## config.mk

```make
export PLATFORM = sky130hd
export DESIGN_NAME = lie_slot_ram
export DESIGN_NICKNAME = d
export VERILOG_FILES = /design/src/sv/lie_pkg.sv /design/src/sv/lie_slot_ram.sv
export SDC_FILE = /design/constraint.sdc
export NUM_CORES = 2
export LEC_CHECK = 0
export BUFFER_PORTS_ARGS = -buffer_cell sky130_fd_sc_hd__buf_4
export CAP_MARGIN = 20
export CORE_UTILIZATION = 50
export DETAILED_ROUTE_END_ITERATION = 8
export HOLD_SLACK_MARGIN = 0.02
export PLACE_DENSITY = 0.69
export SLEW_MARGIN = 0
export SYNTH_ARGS = -nofsm -noshare
export SYNTH_HDL_FRONTEND = slang
export SYNTH_SLANG_ARGS = --single-unit
```

## constraint.sdc

```tcl
create_clock -name clock -period 15.14 [get_ports clock]
set_input_delay 1.514 -clock clock [delete_from_list [all_inputs] [get_ports clock]]
set_output_delay 1.514 -clock clock [all_outputs]
set_load 0.01 [all_outputs]
```

## src/sv/lie_pkg.sv

```systemverilog
`timescale 1ns / 1ps
// ----------------------------------------------------------------------------
// lie_pkg: shared constants and types of the link impairment emulator
// Queue sizing, operation and CSR codes, the slot entry and the xorshift32 step.
// ----------------------------------------------------------------------------
package lie_pkg;
   localparam int QUEUE_DEPTH  = 16;
   localparam int PAYLOAD_BITS = 64;
   localparam int SLOT_BITS    = $clog2(QUEUE_DEPTH);
   localparam int CNT_BITS     = $clog2(QUEUE_DEPTH + 1);
   localparam int CSR_BITS     = 3;

   typedef enum logic [1:0] {
      OP_SEND    = 2'd0,
      OP_ADVANCE = 2'd1,
      OP_RECEIVE = 2'd2,
      OP_NONE    = 2'd3
   } op_type;

   typedef enum logic [CSR_BITS-1:0] {
      CSR_LOSS     = 3'd0,
      CSR_DUP      = 3'd1,
      CSR_REORDER  = 3'd2,
      CSR_LATENCY  = 3'd3,
      CSR_JITTER   = 3'd4,
      CSR_REXTRA   = 3'd5,
      CSR_SEED     = 3'd6,
      CSR_UNUSED   = 3'd7
   } csr_type;

   // one slot entry as stored in the queue memory
   typedef struct packed {
      logic [63:0]             due;
      logic [63:0]             order;
      logic [PAYLOAD_BITS-1:0] payload;
   } slot_type;

   // xorshift32 step with shifts 13, 17, 5
   function automatic logic [31:0] xs_next(input logic [31:0] s);
      logic [31:0] v;
      v = s ^ (s << 13);
      v = v ^ (v >> 17);
      v = v ^ (v << 5);
      return v;
   endfunction
endpackage

```

## src/sv/lie_slot_ram.sv

```systemverilog
`timescale 1ns / 1ps
// ----------------------------------------------------------------------------
// lie_slot_ram: queue slot memory
// One write port and one registered read port.
// ----------------------------------------------------------------------------
module lie_slot_ram (
   input  logic                     clock,
   input  logic                     wr_en,
   input  logic [lie_pkg::SLOT_BITS-1:0] wr_addr,
   input  lie_pkg::slot_type        wr_data,
   input  logic [lie_pkg::SLOT_BITS-1:0] rd_addr,
   output lie_pkg::slot_type        rd_data
);
   import lie_pkg::*;

   slot_type mem [QUEUE_DEPTH];
   slot_type rd_ff;

   // synchronous write and read
   always_ff @(posedge clock) begin
      if (wr_en) mem[wr_addr] <= wr_data;
      rd_ff <= mem[rd_addr];
   end

   assign rd_data = rd_ff;
endmodule

```

# ---- Yosys cells after proc, flatten, opt, wreduce, memory -nomap -nowiden
# Memories as Yosys holds them, arrays and structs flattened. A register that Yosys moved wholly into a read port is not among the register bits.
# Cells that the tools add are included.
# W data, S select, Z words.
dict set report totals {
  ram_bits 3072
  output_inout_bits 192
  register_bits 0
  word_cells 3
  n_memories 1
}
dict set report classes {
  n_mux 2
}
# memory words word_bits read_ports rd_ports_with_merged_regs wr line_no
set memory_table {}
lappend memory_table {mem 16 192 1 1 1 lie_slot_ram.sv:16} ;# slot_type mem [QUEUE_DEPTH];
# operator n
set op_table {}
lappend op_table {{$mux W1} 2}

# ---- Depth between registers and ports, before layout
dict set report logic_depth {
  ltp_word 2
  ltp_mapped 9
  depth_no_buf 4
}

# ---- Worst setup path after synthesis
# OpenSTA, ideal clock, no wires.
dict set report synth_path {
  path_type {input port to flip-flop}
  from {input wr_addr[2] (netlist bit)}
  to {memory mem[0][0] (netlist bit), enable pin}
  arrival_time_ps 14957
  n_path_buf 0
  cell_stages 2
  t_required_ps 14158
  path_slack_ps -799
  path_cell_list {or3b_2 -> nor3_1}
}
# element line_no
set synth_rtl {}
lappend synth_rtl {{start: declaration} lie_slot_ram.sv:9} ;# input logic [lie_pkg::SLOT_BITS-1:0] wr_addr,
lappend synth_rtl {{end: declaration} lie_slot_ram.sv:16}
# No word-level cell before the write port.

==> impl_metrics.env <==
export IMPL_status="finished, final reports clean"
export IMPL_wirelength_um=275000
export IMPL_fillers=16700
export IMPL_seq_area_frac_synth_pct=80.9
export IMPL_cts_sinks=3264
export IMPL_h_tree_depth=5
export IMPL_critPathRequiredTime_ns=15.95
export IMPL_cts_tree="yes"
export IMPL_drc=0
export IMPL_hold_violations=0
export IMPL_syn_inst=5024
export IMPL_pre_cts_ws_ns=9.32
export IMPL_dr_pass1_iters=5
export IMPL_rsz0062_at_grt="false"
export IMPL_syn_nets=5226
export IMPL_clk_pin_slew_ns=0.06
export IMPL_overflow=0
export IMPL_vias=54900
export IMPL_synth_seq_cells=3264
export IMPL_drt_initial_drc_count=5659
export IMPL_ioPinCount=394
export IMPL_grt_max_degree=133
export IMPL_max_freq_mhz=213
export IMPL_period_share_pct=31.1
export IMPL_cts_root_buf="clkbuf_16"
export IMPL_coreArea_um2=236000
export IMPL_antenna_found_initial=46
export IMPL_placed_area_um2=126000
export IMPL_grt_use_met2_pct=38.5
export IMPL_worst_slack_ns=10.44
export IMPL_cts_resized_gates=0
export IMPL_finalSetupViolations=0
export IMPL_synth_largest_area_cell="edfxtp_1"
export IMPL_vdd_drop_max_uv=103
export IMPL_cts_hold_buf=0
export IMPL_die_width_um=489
export IMPL_crit_fanout=106
export IMPL_placementRows=178
export IMPL_max_stage_delay_ns=0.86
export IMPL_setup_tns_ns=0
export IMPL_max_slew_margin_pct=22.9
export IMPL_start_kind="input pin"
export IMPL_via_per_inst=6.09
export IMPL_mostFrequentLayoutCell="edfxtp_1"
export IMPL_globalRoute_busiestLayer="met2"
export IMPL_clockBufferDepth=4
export IMPL_crit_chain="buf_12, buf_12, buf_4, buf_4, mux4_2, a22oi_1, nand2_1"
export IMPL_multi_input_area_um2=21600
export IMPL_leakagePower_nw=44.1
export IMPL_ant_nets=0
export IMPL_ys_warn_count=0
export IMPL_worstSkewPairLatency_ns=0.96
export IMPL_arrival_ns=5.51
export IMPL_hpwl_um=137000
export IMPL_yosys_top_cells_area="edfxtp_1, mux4_2, dfxtp_1, a22oi_1, mux2i_1"
export IMPL_drive_gt1_share_pct=29.7
export IMPL_grt_usage_pct=23.1
export IMPL_synth_avg_cell_area_um2=23.6
export IMPL_critPathTopFamily="buffers and inverters"
export IMPL_worst_setup_path_type="input pin to flop"
export IMPL_grt_pass1_wl_um=395000
export IMPL_total_power_mw=19.2
export IMPL_fp_dieH_um=489
export IMPL_synth_cell_types=25
export IMPL_post_cts_buffers=0
export IMPL_final_area_um2=137000
export IMPL_synth_top_area_share_pct=77.6
export IMPL_use_met3_pct=4.30
export IMPL_fin_crit_ns=4.70
export IMPL_gp_congestion=0.733
export IMPL_tightest_slew_ns=1.16
export IMPL_port_buffers=393
export IMPL_hold_ws_ns=0.638
export IMPL_grt_pass1_vias=56300
export IMPL_path_buf_inv=4
export IMPL_area_delta_synth_final_pct=14.9
export IMPL_crit_path_end_kind="flop"
export IMPL_crit_slowest_cell="buf_4"
export IMPL_regArea_um2=96100
export IMPL_wl_per_cell_um=30.5
export IMPL_cts_buffers=339
export IMPL_skew_ns=0.0629
export IMPL_power_density_nw_per_um2=141
export IMPL_final_cell_mix="edfxtp_1, mux4_2, buf_4, clkbuf_16, a22oi_1"
export IMPL_min_path_type="flop to flop"
export IMPL_syn_area_um2=119000
export IMPL_maxSlewViolCount=0
export IMPL_start_util_pct=50.4
export IMPL_die_area_um2=240000
export IMPL_met1_usage_pct=31.2
export IMPL_cap_violations=0
export IMPL_fin_nets=5797
-- cell families after synthesis --
| family | Yosys count | synth area share (%) |
|---|---|---|
| compound gates | 442 | 2.69 |
| buf+inv | 268 | 1.08 |
| flops | 3264 | 80.9 |
| mux | 838 | 14.6 |
| simple gates | 212 | 0.728 |
-- cells in the mapped netlist --
| master | number |
|---|---|
| buf_4 | 38 |
| nor2_1 | 17 |
| a22oi_1 | 329 |
| nor2b_1 | 13 |
| or3b_2 | 1 |
| nand3b_1 | 3 |
| clkinv_1 | 1 |
| clkbuf_1 | 107 |
| mux4_2 | 717 |
| buf_2 | 88 |
| nand2b_1 | 3 |
| o22ai_1 | 27 |
| o211ai_1 | 23 |
| o2111ai_1 | 1 |
| a21oi_1 | 35 |
| nor3_1 | 4 |
| edfxtp_1 | 3072 |
| a211oi_1 | 27 |
| and2_1 | 2 |
| dfxtp_1 | 192 |
| nand3_1 | 2 |
| nand2_1 | 167 |
| mux2i_1 | 121 |
| buf_1 | 30 |
| buf_6 | 4 |
-- worst reg2reg max path, delay by kind of cell, from the launching register on --
kind,cells,cell delay [ns]
multiplexers,1,0.45
flip-flops,1,0.38
AND/OR/NAND/NOR,1,0.15
AO/OA/AOI/OAI,2,0.37
-- final timing paths --
kind / startpoint / to / slack [ns] / depth (start not counted)
min: mem[10][41] / rd_data[41] / 0.64 / 3
max reg2reg: mem[1][170] / rd_data[170] / 13.64 / 4
max: rd_addr[0] / rd_data[87] / 10.44 / 7
min reg2reg: mem[10][41] / rd_data[41] / 0.64 / 3
-- metal layers --
| layer | wire length (um) | up-vias | part of all wire (%) |
|---|---|---|---|
| met5 | 245 | - | 0.089 |
| met4 | 6680 | 40 | 2.4 |
| met3 | 21400 | 446 | 7.8 |
| met2 | 139000 | 2302 | 51 |
| met1 | 107000 | 29500 | 39 |
| li1 | - | 22600 | - |
-- metrics by stage --
step / util [%] / std cells
4_1_cts: 57.9 / 9009
5_1_grt: 57.9 / 9019
6_report: 57.9 / 9025
3_3_place_gp: 53.3 / 8403
3_5_place_dp: 53.3 / 8403
2_1_floorplan: - / 5024
-- flip-flops by register name, summed over array words and instances (netlist names) --
register and count:
mem 3072, rd_data 192
-- final cells by class --
| type | count | share of cell area [%] |
|---|---|---|
| multi-input cells | 1492 | 15.8 |
| well taps | 3150 | 2.89 |
| diodes | 15 | 0.0275 |
| clock inverters | 153 | 1.11 |
| flip-flops and latches | 3264 | 70.4 |
| repair buffers | 497 | 2.92 |
| clock buffers | 453 | 6.83 |
| inverters | 1 | 0.00275 |
-- report_power, final --
group,switching [mW],total (mW),leakage (nW),internal [mW]
clock,3.32,8.12,5.32,4.80
combinational,0.534,0.926,9.38,0.391
sequential,0.0929,10.2,29.4,10.1
total,3.95,19.2,44.1,15.3
Note: power is estimated with default switching activity, not from simulation.
