[src/sv/lie_pkg.sv]
`timescale 1ns / 1ps
// ----------------------------------------------------------------------------
// lie_pkg: shared constants and types of the link impairment emulator
// Queue sizing, operation and CSR codes, the slot entry and the xorshift32 step.
// ----------------------------------------------------------------------------
package lie_pkg;
   localparam int QUEUE_DEPTH  = 16;
   localparam int PAYLOAD_BITS = 64;
   localparam int SLOT_BITS    = $clog2(QUEUE_DEPTH);
   localparam int CNT_BITS     = $clog2(QUEUE_DEPTH + 1);
   localparam int CSR_BITS     = 3;

   typedef enum logic [1:0] {
      OP_SEND    = 2'd0,
      OP_ADVANCE = 2'd1,
      OP_RECEIVE = 2'd2,
      OP_NONE    = 2'd3
   } op_type;

   typedef enum logic [CSR_BITS-1:0] {
      CSR_LOSS     = 3'd0,
      CSR_DUP      = 3'd1,
      CSR_REORDER  = 3'd2,
      CSR_LATENCY  = 3'd3,
      CSR_JITTER   = 3'd4,
      CSR_REXTRA   = 3'd5,
      CSR_SEED     = 3'd6,
      CSR_UNUSED   = 3'd7
   } csr_type;

   // one slot entry as stored in the queue memory
   typedef struct packed {
      logic [63:0]             due;
      logic [63:0]             order;
      logic [PAYLOAD_BITS-1:0] payload;
   } slot_type;

   // xorshift32 step with shifts 13, 17, 5
   function automatic logic [31:0] xs_next(input logic [31:0] s);
      logic [31:0] v;
      v = s ^ (s << 13);
      v = v ^ (v >> 17);
      v = v ^ (v << 5);
      return v;
   endfunction
endpackage

[src/sv/lie_divider.sv]
`timescale 1ns / 1ps
// ----------------------------------------------------------------------------
// lie_divider: bit-serial 32 by 17 bit remainder unit
// Restoring division, one quotient bit per cycle.
// ----------------------------------------------------------------------------
module lie_divider (
   input  logic        clock,
   input  logic        reset,
   input  logic        start,
   input  logic [31:0] dividend,
   input  logic [16:0] divisor,
   output logic        done,
   output logic [16:0] remainder
);
   import lie_pkg::*;

   logic [31:0] num_ff, num_in;
   logic [17:0] rem_ff, rem_in;
   logic [16:0] div_ff, div_in;
   logic [5:0]  cnt_ff, cnt_in;
   logic        busy_ff, busy_in;
   logic        done_ff, done_in;
   logic [17:0] trial;

   // one restoring step per cycle
   always_comb begin
      num_in  = num_ff;
      rem_in  = rem_ff;
      div_in  = div_ff;
      cnt_in  = cnt_ff;
      busy_in = busy_ff;
      done_in = 1'b0;
      trial   = {rem_ff[16:0], num_ff[31]};
      if (start) begin
         num_in  = dividend;
         rem_in  = '0;
         div_in  = divisor;
         cnt_in  = 6'd32;
         busy_in = 1'b1;
      end else if (busy_ff) begin
         num_in = {num_ff[30:0], 1'b0};
         if (trial >= {1'b0, div_ff}) rem_in = trial - {1'b0, div_ff};
         else rem_in = trial;
         cnt_in = cnt_ff - 6'd1;
         if (cnt_ff == 6'd1) begin
            busy_in = 1'b0;
            done_in = 1'b1;
         end
      end
   end

   always_ff @(posedge clock) begin
      num_ff <= num_in;
      rem_ff <= rem_in;
      div_ff <= div_in;
      cnt_ff <= cnt_in;
      if (reset) begin
         busy_ff <= 1'b0;
         done_ff <= 1'b0;
      end else begin
         busy_ff <= busy_in;
         done_ff <= done_in;
      end
   end

   assign done      = done_ff;
   assign remainder = rem_ff[16:0];
endmodule

[config.mk]
export PLATFORM = sky130hd
export DESIGN_NAME = lie_divider
export DESIGN_NICKNAME = d
export VERILOG_FILES = /design/src/sv/lie_pkg.sv /design/src/sv/lie_divider.sv
export SDC_FILE = /design/constraint.sdc
export NUM_CORES = 1
export LEC_CHECK = 0
export BUFFER_PORTS_ARGS = -buffer_cell sky130_fd_sc_hd__buf_2
export CORE_MARGIN = 4
export CORE_UTILIZATION = 56
export DETAILED_ROUTE_END_ITERATION = 6
export GPL_ROUTABILITY_DRIVEN = 0
export MAX_ROUTING_LAYER = met4
export PLACE_DENSITY_LB_ADDON = 0.25
export REMOVE_ABC_BUFFERS = 1
export SYNTH_ARGS = -nofsm -noshare
export SYNTH_HDL_FRONTEND = slang
export SYNTH_SLANG_ARGS = --single-unit
[constraint.sdc]
create_clock -name clock -period 3 [get_ports clock]
set_input_delay 0.45 -clock clock [delete_from_list [all_inputs] [get_ports clock]]
set_output_delay 0.45 -clock clock [all_outputs]
set_load 0.01 [all_outputs]
==> Word-level counts from Yosys, hierarchy flattened <==
Cells that the tools add are included.
{ "op_classes": {"n_mux": 7, "n_lt_le_gt_ge": 1, "n_reduce_logical": 2, "n_addsub": 2, "bitwise_logic": 1, "n_mul": 0, "div": 0, "n_eq_ne": 1, "shifts": 0} }
{ "op_table": {"columns": ["operator", "count"], "rows": [
  ["$mux W32", 2],
  ["$ge A18 B17 Y1", 1],
  ["$mux W17", 1],
  ["$sub A17 B17 Y17", 1],
  ["$eq A6 B1 Y1 const B", 1],
  ["$sub A6 B1 Y6 const B", 1],
  ["$mux W1", 4],
  ["$reduce_or A3 Y1", 1],
  ["$reduce_bool A2 Y1", 1],
  ["$not A1 Y1", 1]
]} }
{ "word_totals": {"latch_bits": 0, "ram_bits": 0, "n_memories": 0, "out_inout_bits": 18, "wordCells": 20, "mem_bits_ro": 0, "input_bits": 52, "regBits": 74} }

==> Depth between registers and ports, before layout <==
Gate-level depths: netlist (run 1).
{ "depth": {"ltp_word": 4, "ltp_mapped": 11, "ltp_nobuf": 10} }

==> Worst setup path after synthesis (run 1) <==
OpenSTA, ideal clock, no wires.
{ "synth_timing": {"path_kind": "register -> register", "from": "reg num_ff[31]", "to": "reg rem_ff[16]", "path_buffers": 0, "arrival_time_ns": 2.265, "required_time_ns": 2.866, "synth_period_minus_slack_ns": 2.399, "path_stages_with_launch": 11, "path_slack_ns": 0.601, "cell_sequence": "edfxtp_1 > inv_1 > ha_1 > inv_1 > fa_1 > a211oi_1 > o211ai_1 > a2111oi_0 > nor3_1 > o311ai_1 > o211ai_1"} }
{ "synth_between": {"elab_chain_len": 2, "word_cells_on_any_way": 3} }
{ "synth_lines": {"columns": ["element", "line", "text"], "rows": [
  ["from (decl)", "lie_divider.sv:17", "logic [31:0] num_ff, num_in;"],
  ["from (signal assigned)", "lie_divider.sv:53", "num_ff <= num_in;"],
  ["$sub A17 B17 Y17 / $ge A18 B17 Y1 (equally long branches)", "lie_divider.sv:42", "if (trial >= {1'b0, div_ff}) rem_in = trial - {1'b0, div_ff};"],
  ["$mux W17 (*)", "lie_divider.sv:42", null],
  ["to (signal assigned)", "lie_divider.sv:54", "rem_ff <= rem_in;"],
  ["to (decl)", "lie_divider.sv:18", "logic [17:0] rem_ff, rem_in;"]
]} }
Mark *: on every way between the ends. The rest lies on a longest branch, timed or not.
A chain may end at the register's enable or synchronous reset.

==> Worst setup path in the final report (run 1) <==
{ "layout_timing": {"from": "reg num_ff[31]", "to": "reg rem_ff[12]"} }
Same word-level chain as after synthesis.

==> summary.txt, run 1 <==
Status
  • Outcome: finished clean

CTS
  • Clk pin slew, worst setup/hold paths: approximately 0.080 ns
  • Insertion delay to the later sink of the worst-skew pair: ~0.35 ns
  • Post-CTS Repair Setup Buffers: 0
  • TritonCTS Buffers: 9
  • CTS Root Cell: clkbuf_8
  • Clock Tree Buf Depth: 2
  • H-tree Lvls: 3
  • TritonCTS clock tree: yes
  • Clk sinks: 74

Timing
  • Worst-margin pin slew: 0.817 ns
  • RSZ-0062 raised after global routing: no
  • F_max: ~360 MHz
  • Relative slew slack: 0.454
  • Max Clock Skew: approximately 0.0048 ns
  • Slew Viols, Final: 0
  • Final period utilization: 0.921
  • Setup tns final: 0 ns
  • Final setup violation count: 0
  • Final hold violations: 0
  • Post-layout min period: ~2.8 ns

Worst setup path
  • Worst Setup End Kind: flip-flop
  • Crit. path cell count: 11
  • Cell Chain, Critical Path: inv_1 > ha_1 > inv_1 > fa_1 > a211oi_1 > o21ai_2 > o21ai_1 > o211ai_2 > buf_12 > mux2i_1 > a211oi_1
  • Critical path type: reg2reg
  • Slowest cell on the critical path: fa_1
  • Reg2Reg Setup Slack: approximately 0.24 ns
  • Crit path DAT: 3.03 ns
  • R2R depth: 11
  • FF-to-FF Start: num_ff[31]$_DFFE_PP_
  • CP max FO: 17
  • CP bufs+invs: 3
  • CP peak stage delay: approximately 0.41 ns
  • R2r endpoint: rem_ff[12]$_SDFFE_PP0P_
  • Required @ worst endpoint: 3.26 ns
  • CP Launch Type: flip-flop
  • CP delay by family, top: compound AO/OA/AOI/OAI gates

Yosys
  • Share of Yosys cell area claimed by the top area cell type: 0.371
  • Synth warnings: 0
  • Syn Std Cell Area: 3970 um2
  • Cell taking the most area after synthesis: edfxtp_1
  • Count leader, synth: edfxtp_1
  • Async set-reset flop share out of synthesis: 0
  • Most common flop cell mapped by yosys: edfxtp_1
  • Syn avg cell area: roughly 11 um2
  • Area contributors post-synth: edfxtp_1 37%, dfxtp_1 13%, mux2_2 8.8%, ha_1 6.0%, a21oi_1 3.0%
  • Register area share after synthesis: 0.497
  • Distinct cell type count after synthesis: between 50 and 60
  • Syn Inst Count: 361
  • #FFs+latches synth: 74
  • Post-synth EDFFs: 49
  • Synth top cells by count: 49 x edfxtp_1, 31 x mux2_2, 30 x nand2_1

Detailed routing
  • Top sig layer: met4
  • Met3 wirelength from detailed routing: 507 um
  • Detail Route met2 WL: 3740 um
  • Drt first-iter violations: 165
  • Final WL: 7880 um
  • Routed WL per cell: about 15 um
  • DRT Pass-1 Iters: 4
  • ANT nets after route: 0
  • Drt drc: 0
  • Vias per inst: 5.46
  • Met1 WL: 3550 um
  • Via count: just under 3000

Finish
  • Area of the multi-input gates: around 1800 um2
  • Fraction of layout cells with a size suffix above 1: 0.290
  • Ant diodes: 0
  • Filler Cell Count: around 550
  • Seq. cell area: between 1500 and 2000 um2
  • Nets: ~500
  • Area growth from synthesis to layout: 15.7%

Power and ir drop
  • Max VDD drop: roughly 0.32 mV
  • P per Cell Area: approximately 520 nW/um2
  • Power Total: about 2400 uW
  • Leakage: approximately 0.0019 uW

Worst hold path
  • Hold path depth: 2
  • Worst hold path class: in2reg
  • Hold wc startpoint: reset
  • WHS Endpoint: busy_ff$_SDFF_PP0_

GRT
  • Initial antenna violation count: 0
  • Number of global-route vias before repair: ~2900
  • Pin count of the biggest net entering global routing: 32
  • First-pass GRT wire length: roughly 13000 um
  • Total track usage: 0.207
  • Grt total ovfl: 0

Run
  • Max-cap viol count: 0

Floorplan
  • Full die area: 8500 um2
  • Core area: 6830 um2
  • # IOs: 70
  • Die width: a little over 90 um
  • Die height: slightly above 90 um
  • Initial Util: 0.581
  • Rows: 30

Placed design
  • Port buffer count: slightly below 70
  • Post-detail-place hpwl: 5760 um
[logic make-up (layout without fill, tap and decap cells)]
| family | Yosys count | count (layout) | synth area share |
|---|---|---|---|
| AOI/OAI and AO/OA | 85 | 85 | 0.143 |
| adders and majority gates | 20 | 20 | 0.0649 |
| xor gates and xnor gates | 14 | 14 | 0.0309 |
| and+or+nand+nor | 83 | 83 | 0.0999 |
| muxes | 42 | 42 | 0.116 |
| DFF | 74 | 74 | 0.497 |
| buffers and inverters | 43 | 117 | 0.0489 |
[per-stage QoR]
| step | cells | utilization | setup slack [ns] | instance area [um2] | hold slack (ns) |
|---|---|---|---|---|---|
| final | 531 | 0.672 | 0.236 | 4590 | 0.266 |
| after global routing | 531 | 0.672 | 0.0399 | 4590 | 0.246 |
| after CTS | 531 | 0.672 | 0.247 | 4590 | 0.246 |
| after detailed placement | 515 | 0.643 | 0.280 | 4400 | 0.493 |
| after global placement | 515 | 0.643 | 0.403 | 4400 | 0.479 |
| after floorplan | 344 | - | 0.428 | 3870 | 0.466 |
[layer usage]
metal,GRT usage,vias up
li1,-,1468
met1,0.258,1350
met2,0.321,77
met3,0.0681,6
met4,0.0631,0
met5,-,-
[layout make-up]
class / instances / area share
Multi-Input combinational cell: 244 / 0.393
Sequential cell: 74 / 0.430
Inverter: 26 / 0.0213
Tap cell: 96 / 0.0262
Clock buffer: 9 / 0.0270
Clock inverter: 7 / 0.0153
Timing Repair Buffer: 75 / 0.0878
[cells in the final DEF (no fill, tap or decap), types with 2 or more instances in the layout]
master      instances
o21ai_1             2
o211ai_2            2
a211oi_1            8
o211ai_1            5
a31o_2              2
and2_1              3
nor3_1              4
mux2_2             31
a21o_1              7
clkinvlp_4          2
clkinv_4            2
or3_1               2
o21ai_0            16
edfxtp_1           49
nor4_1              4
buf_4               5
a211o_1             2
nor2_1             19
nor2b_1             2
inv_1              26
nand4_1             4
xnor2_1             9
nand3_1             4
clkbuf_8            9
mux2i_1            11
clkinv_1            2
a21oi_1            24
nand2_1            30
nand4b_1            2
and3_1              2
buf_2              69
nand2b_1            4
xor2_1              5
ha_1               19
dfxtp_1            25
[how the worst max path moves through the flow]
| stage | from | to | slack (ns) |
|---|---|---|---|
| after detailed placement | num_ff[31]$_DFFE_PP_ | rem_ff[12]$_SDFFE_PP0P_ | 0.28 |
| after CTS | num_ff[31]$_DFFE_PP_ | rem_ff[12]$_SDFFE_PP0P_ | 0.25 |
| final | num_ff[31]$_DFFE_PP_ | rem_ff[12]$_SDFFE_PP0P_ | 0.24 |
| after global placement | num_ff[31]$_DFFE_PP_ | rem_ff[0]$_SDFFE_PP0P_ | 0.40 |
| after floorplan | num_ff[31]$_DFFE_PP_ | rem_ff[0]$_SDFFE_PP0P_ | 0.43 |
| after global routing | num_ff[31]$_DFFE_PP_ | rem_ff[16]$_SDFFE_PP0P_ | 0.04 |
[timing repair]
item                       in CTS  in global routing
hold buffers                    0                  0
setup endpoints to repair       0                  1
gates resized for setup         0                  1
[where the power goes]
part           switching, uW  leakage [uW]  internal [uW]
sequential              40.2      0.000693           1190
combinational            224       0.00113            193
clock                    381     0.0000905            381
[registers in the layout, summed over array words and instances (netlist names)]
register / cells
num_ff: 32
div_ff: 17
rem_ff: 17
cnt_ff: 6
busy_ff: 1
done: 1
(Power assumes the default switching activity.)
==> inputs of run 2 (changes only) <==
PLACE_DENSITY = 0.8   (was default)
PLACE_DENSITY_LB_ADDON = default   (was 0.25)
==> run 2 against run 1 <==
Net effect: final cell count unchanged; die area unchanged; clock skew increased by 0.0039 ns; largest power group unchanged.
==> summary.txt, run 2 (same netlist as run 1, synthesis figures left out) <==
Timing
  • F_max: about 360 MHz
  • Final period utilization: 0.914
  • Slew Viols, Final: 0
  • Worst-margin pin slew: 0.821 ns
  • Post-layout min period: around 2.7 ns
  • Max Clock Skew: a little under 0.009 ns
  • Setup tns final: 0 ns
  • Final hold violations: 0
  • RSZ-0062 raised after global routing: no
  • Final WS setup: roughly 0.26 ns
  • Relative slew slack: 0.452
  • Final setup violation count: 0

Finish
  • Filler Cell Count: between 500 and 600
  • Register with the most flip-flops: num_ff
  • Max reg flops: 32
  • Seq. cell area: approximately 2000 um2
  • Biggest regs: num_ff (32), div_ff (17), rem_ff (17)
  • Area of the multi-input gates: between 1500 and 2000 um2
  • Nets: between 500 and 600
  • Most frequent cells in the layout: 69 x buf_2, 49 x edfxtp_1, 31 x mux2_2
  • Fin util: 0.673
  • Fraction of layout cells with a size suffix above 1: 0.290
  • Ant diodes: 0
  • Area growth from synthesis to layout: 15.9%
  • Most common cell after layout, fill and taps aside: buf_2

Detailed routing
  • Drt drc: 0
  • Via count: between 2000 and 3000
  • DRT Pass-1 Iters: 4
  • ANT nets after route: 0
  • Drt first-iter violations: around 170
  • Vias per inst: 5.59
  • Routed WL per cell: approximately 15 um
  • Final WL: 7990 um

Floorplan
  • Core area: roughly 6800 um2
  • Full die area: ~8500 um2
  • Initial Util: 0.581
  • Die height: ~92 um
  • Die width: a little over 90 um
  • # IOs: 70
  • Rows: 30

CTS
  • TritonCTS clock tree: yes
  • CTS Root Cell: clkbuf_8
  • TritonCTS Buffers: 9
  • Clock Tree Buf Depth: 2
  • Post-CTS Repair Setup Buffers: 0
  • H-tree Lvls: 3
  • Clk pin slew, worst setup/hold paths: roughly 0.080 ns
  • Hold_buf cts: 0
  • Resized cells post-CTS: 0
  • Insertion delay to the later sink of the worst-skew pair: around 0.35 ns
  • Clk sinks: between 70 and 80

Power and ir drop
  • P per Cell Area: between 500 and 600 nW/um2
  • Psw: roughly 640 uW
  • Clock share of power: 0.336
  • Comb pwr share: 0.169
  • Max VDD drop: about 0.38 mV
  • Sequential Power Share: 0.495
  • P_int: between 1500 and 2000 uW
  • Switching share of power: 0.258
  • Leakage: around 0.0019 uW

Worst setup path
  • CP peak stage delay: between 0.4 and 0.5 ns
  • CP delay by family, top: compound AO/OA/AOI/OAI gates
  • CP bufs+invs: 3
  • Crit path from: num_ff[31]$_DFFE_PP_
  • Worst Setup End Kind: flip-flop
  • CP Launch Type: flip-flop
  • Crit path DAT: 3.01 ns
  • Critical path type: reg2reg
  • Required @ worst endpoint: approximately 3.3 ns
  • Cell Chain, Critical Path: inv_1 > ha_1 > inv_1 > fa_1 > a211oi_1 > o21ai_2 > o21ai_1 > o211ai_2 > buf_4 > mux2i_1 > a211oi_1
  • FF-to-FF Start: num_ff[31]$_DFFE_PP_
  • CP max FO: 11
  • Slowest cell on the critical path: fa_1

Status
  • Outcome: finished clean

Worst hold path
  • Hold wc startpoint: reset
  • Worst hold path class: in2reg

GRT
  • Grt total ovfl: 0
  • Total track usage: 0.201
  • Initial antenna violation count: 0
  • Pin count of the biggest net entering global routing: between 40 and 50
  • First-pass GRT wire length: roughly 13000 um
  • Number of global-route vias before repair: approximately 2800

Run
  • Max-cap viol count: 0

Placed design
  • Worst slack at placement: 0.273 ns
  • Port buffer count: 69
  • Post-detail-place hpwl: 5760 um
==> run 2: cell count changes in the layout (fill, tap and decap cells not counted) <==
cell	change
buf_4	+1
clkbuf_16	+1
buf_12	-1
clkinv_4	-1
clkbuf_1	+2
a2111oi_0	+1
clkinv_1	-2
a2111oi_1	-1
clkinvlp_4	-1
clkbuf_8	+1
==> run 2: final cells by class <==
| type | count | area share |
|---|---|---|
| inverter | 26 | 0.0212 |
| multi-input combinational | 244 | 0.392 |
| timing repair buffer | 75 | 0.0849 |
| sequential | 74 | 0.429 |
| clock inverter | 3 | 0.0101 |
| tap | 96 | 0.0261 |
| clock buffer | 13 | 0.0370 |
==> run 2: power groups by stage <==
stage	Sequential, uW	Clock [uW]	Combinational, uW
2_1_floorplan	1240	0	283
3_3_place_gp	1250	0	404
3_5_place_dp	1250	0	414
4_1_cts	1230	855	417
5_1_grt	1230	910	466
6_report	1220	830	419
==> run 2: stage by stage <==
stage                     total power (uW)  cells  instance area, um2  hold WS (ns)
after detailed placement              1660    515                4380         0.494
after CTS                             2500    531                4600         0.258
after global routing                  2610    531                4600         0.253
final                                 2470    531                4600         0.273
after global placement                1650    515                4380         0.480
after floorplan                       1530    344                3870         0.466
==> run 2: per-layer routing <==
layer	track usage	share of wire
met1	0.254	0.44
met2	0.308	0.46
met3	0.0566	0.076
met4	0.0743	0.019
met5	-	0
==> run 2: worst paths after layout <==
| check | cells past startpoint | endpoint | slack, ns |
|---|---|---|---|
| setup / recovery | 11 | rem_ff[10]$_SDFFE_PP0P_ | 0.26 |
| hold / removal | 2 | busy_ff$_SDFF_PP0_ | 0.27 |
| setup reg to reg | 11 | rem_ff[10]$_SDFFE_PP0P_ | 0.26 |
| hold reg to reg | 2 | rem_ff[1]$_SDFFE_PP0P_ | 0.50 |
==> inputs of run 3 (changes only) <==
CORE_UTILIZATION = 27   (was 56)
PLACE_DENSITY = default   (was 0.8)
SETUP_SLACK_MARGIN = 0.02   (was default)
==> run 3 against run 2 <==
Net effect: combinational power rose by 1%; via count fell by 1.4%; power rose by 6.0%; sequential share of layout area fell by 1.5 points; die area grew 97%; sequential cell count unchanged; global-route usage is 8.5 points lower; critical path depth down 1; clock skew hardly changed; register-to-register slack gained 0.08 ns; final cell count grew 17%; setup slack better by 0.084 ns; critical path type unchanged; largest cell class unchanged.
==> summary.txt, run 3 (same netlist as run 1, synthesis figures left out) <==
Status
  • Outcome: finished clean

Finish
  • Area growth from synthesis to layout: 20.1%
  • Biggest regs: num_ff (32), div_ff (17), rem_ff (17)
  • Max reg flops: 32
  • Fraction of layout cells with a size suffix above 1: 0.289
  • Most common cell after layout, fill and taps aside: buf_2
  • Filler Cell Count: between 1000 and 1500
  • Register with the most flip-flops: num_ff
  • Nets: 503
  • Most frequent cells in the layout: 69 x buf_2, 49 x edfxtp_1, 31 x mux2_2
  • Ant diodes: 0

GRT
  • Number of global-route vias before repair: 3048
  • First-pass GRT wire length: 14900 um
  • Initial antenna violation count: 0
  • Pin count of the biggest net entering global routing: 34
  • Total track usage: 0.116
  • Grt total ovfl: 0

Power and ir drop
  • P per Cell Area: 550 nW/um2
  • Max VDD drop: just under 0.3 mV
  • Power Total: between 2000 and 3000 uW
  • Leakage: between 0.0015 and 0.002 uW

CTS
  • Hold_buf cts: 0
  • Resized cells post-CTS: 0
  • Clk pin slew, worst setup/hold paths: 0.06 ns
  • TritonCTS clock tree: yes
  • Clock Tree Buf Depth: 2
  • Post-CTS Repair Setup Buffers: 0
  • H-tree Lvls: 3
  • CTS Root Cell: clkbuf_16
  • TritonCTS Buffers: 9
  • Clk sinks: 74
  • Insertion delay to the later sink of the worst-skew pair: roughly 0.33 ns

Worst setup path
  • CP max FO: 3
  • Required @ worst endpoint: 3.21 ns
  • CP delay by family, top: compound AO/OA/AOI/OAI gates
  • Worst Setup End Kind: flip-flop
  • Crit. path cell count: 10
  • CP bufs+invs: 2
  • CP peak stage delay: ~0.43 ns
  • End point of the critical path: rem_ff[16]$_SDFFE_PP0P_
  • Slowest cell on the critical path: a2111oi_0
  • R2r endpoint: rem_ff[16]$_SDFFE_PP0P_
  • Cell Chain, Critical Path: inv_1 > ha_1 > inv_1 > fa_1 > a211oi_1 > o211ai_1 > a2111oi_0 > nor3_1 > o311ai_1 > o211ai_1
  • Crit path DAT: approximately 2.9 ns
  • FF-to-FF Start: num_ff[31]$_DFFE_PP_
  • Crit path from: num_ff[31]$_DFFE_PP_
  • R2R depth: 10
  • Critical path type: reg2reg
  • Reg2Reg Setup Slack: 0.34 ns
  • CP Launch Type: flip-flop

Detailed routing
  • ANT nets after route: 0
  • Final WL: just over 9000 um
  • Drt drc: 0
  • Routed WL per cell: ~15 um
  • Vias per inst: 4.72
  • Drt first-iter violations: ~110
  • Via count: 2926
  • DRT Pass-1 Iters: 4

Floorplan
  • Die height: 129 um
  • # IOs: 70
  • Die width: ~130 um
  • Rows: 44
  • Core area: 14500 um2
  • Initial Util: 0.274
  • Full die area: between 15000 and 20000 um2

Timing
  • Final setup violation count: 0
  • F_max: roughly 380 MHz
  • Post-layout min period: between 2 and 3 ns
  • Slew Viols, Final: 0
  • Setup tns final: 0 ns
  • Final period utilization: 0.886
  • Worst-margin pin slew: between 0.8 and 0.9 ns
  • RSZ-0062 raised after global routing: no
  • Relative slew slack: 0.422
  • Final hold violations: 0
  • Max Clock Skew: 0.00881 ns

Placed design
  • Port buffer count: 69
  • Post-detail-place hpwl: roughly 6800 um

Run
  • Max-cap viol count: 0

Worst hold path
  • Worst hold path class: in2reg
==> run 3: metal layers <==
metal  track usage  part of all wire
met4        0.0327            0.0089
met2         0.180              0.46
met5             -                 0
met3        0.0486             0.084
met1         0.138              0.45
==> run 3: worst min-delay path by stage <==
stage | from | endpoint | slack (ns) | cells past startpoint
after floorplan | cnt_ff[1]$_SDFFE_PP0P_ | cnt_ff[1]$_SDFFE_PP0P_ | 0.47 | 2
after global placement | cnt_ff[1]$_SDFFE_PP0P_ | cnt_ff[1]$_SDFFE_PP0P_ | 0.48 | 2
after detailed placement | rem_ff[1]$_SDFFE_PP0P_ | rem_ff[1]$_SDFFE_PP0P_ | 0.50 | 2
after CTS | divisor[7] | div_ff[7]$_DFFE_PP_ | 0.28 | 1
after global routing | divisor[15] | div_ff[15]$_DFFE_PP_ | 0.28 | 1
final | reset | busy_ff$_SDFF_PP0_ | 0.29 | 2
==> run 3: final cells by class <==
type / instances / area (um2) / share of cell area
clock inverters: 3 / 17.5 / 0.00367
repair buffers: 76 / 398 / 0.0834
clock buffers: 13 / 250 / 0.0525
well taps: 184 / 230 / 0.0483
inverters: 26 / 97.6 / 0.0205
flip-flops and latches: 74 / 1970 / 0.414
multi-input cells: 244 / 1800 / 0.378
==> run 3: power breakdown <==
| part | internal (uW) | total [uW] | switching [uW] |
|---|---|---|---|
| logic | 192 | 425 | 233 |
| clock network | 580 | 972 | 392 |
| registers | 1190 | 1220 | 37.5 |
| total | 1960 | 2620 | 662 |
==> run 3: metrics by stage <==
step	hold WS, ns	area [um2]	setup WS, ns	std cells	utilization
detailed placement	0.497	4500	0.394	604	0.311
floorplan	0.466	3870	0.428	344	-
global placement	0.480	4500	0.443	604	0.311
global route	0.277	4770	0.187	620	0.329
finish	0.288	4770	0.341	620	0.329
CTS	0.277	4770	0.365	620	0.329
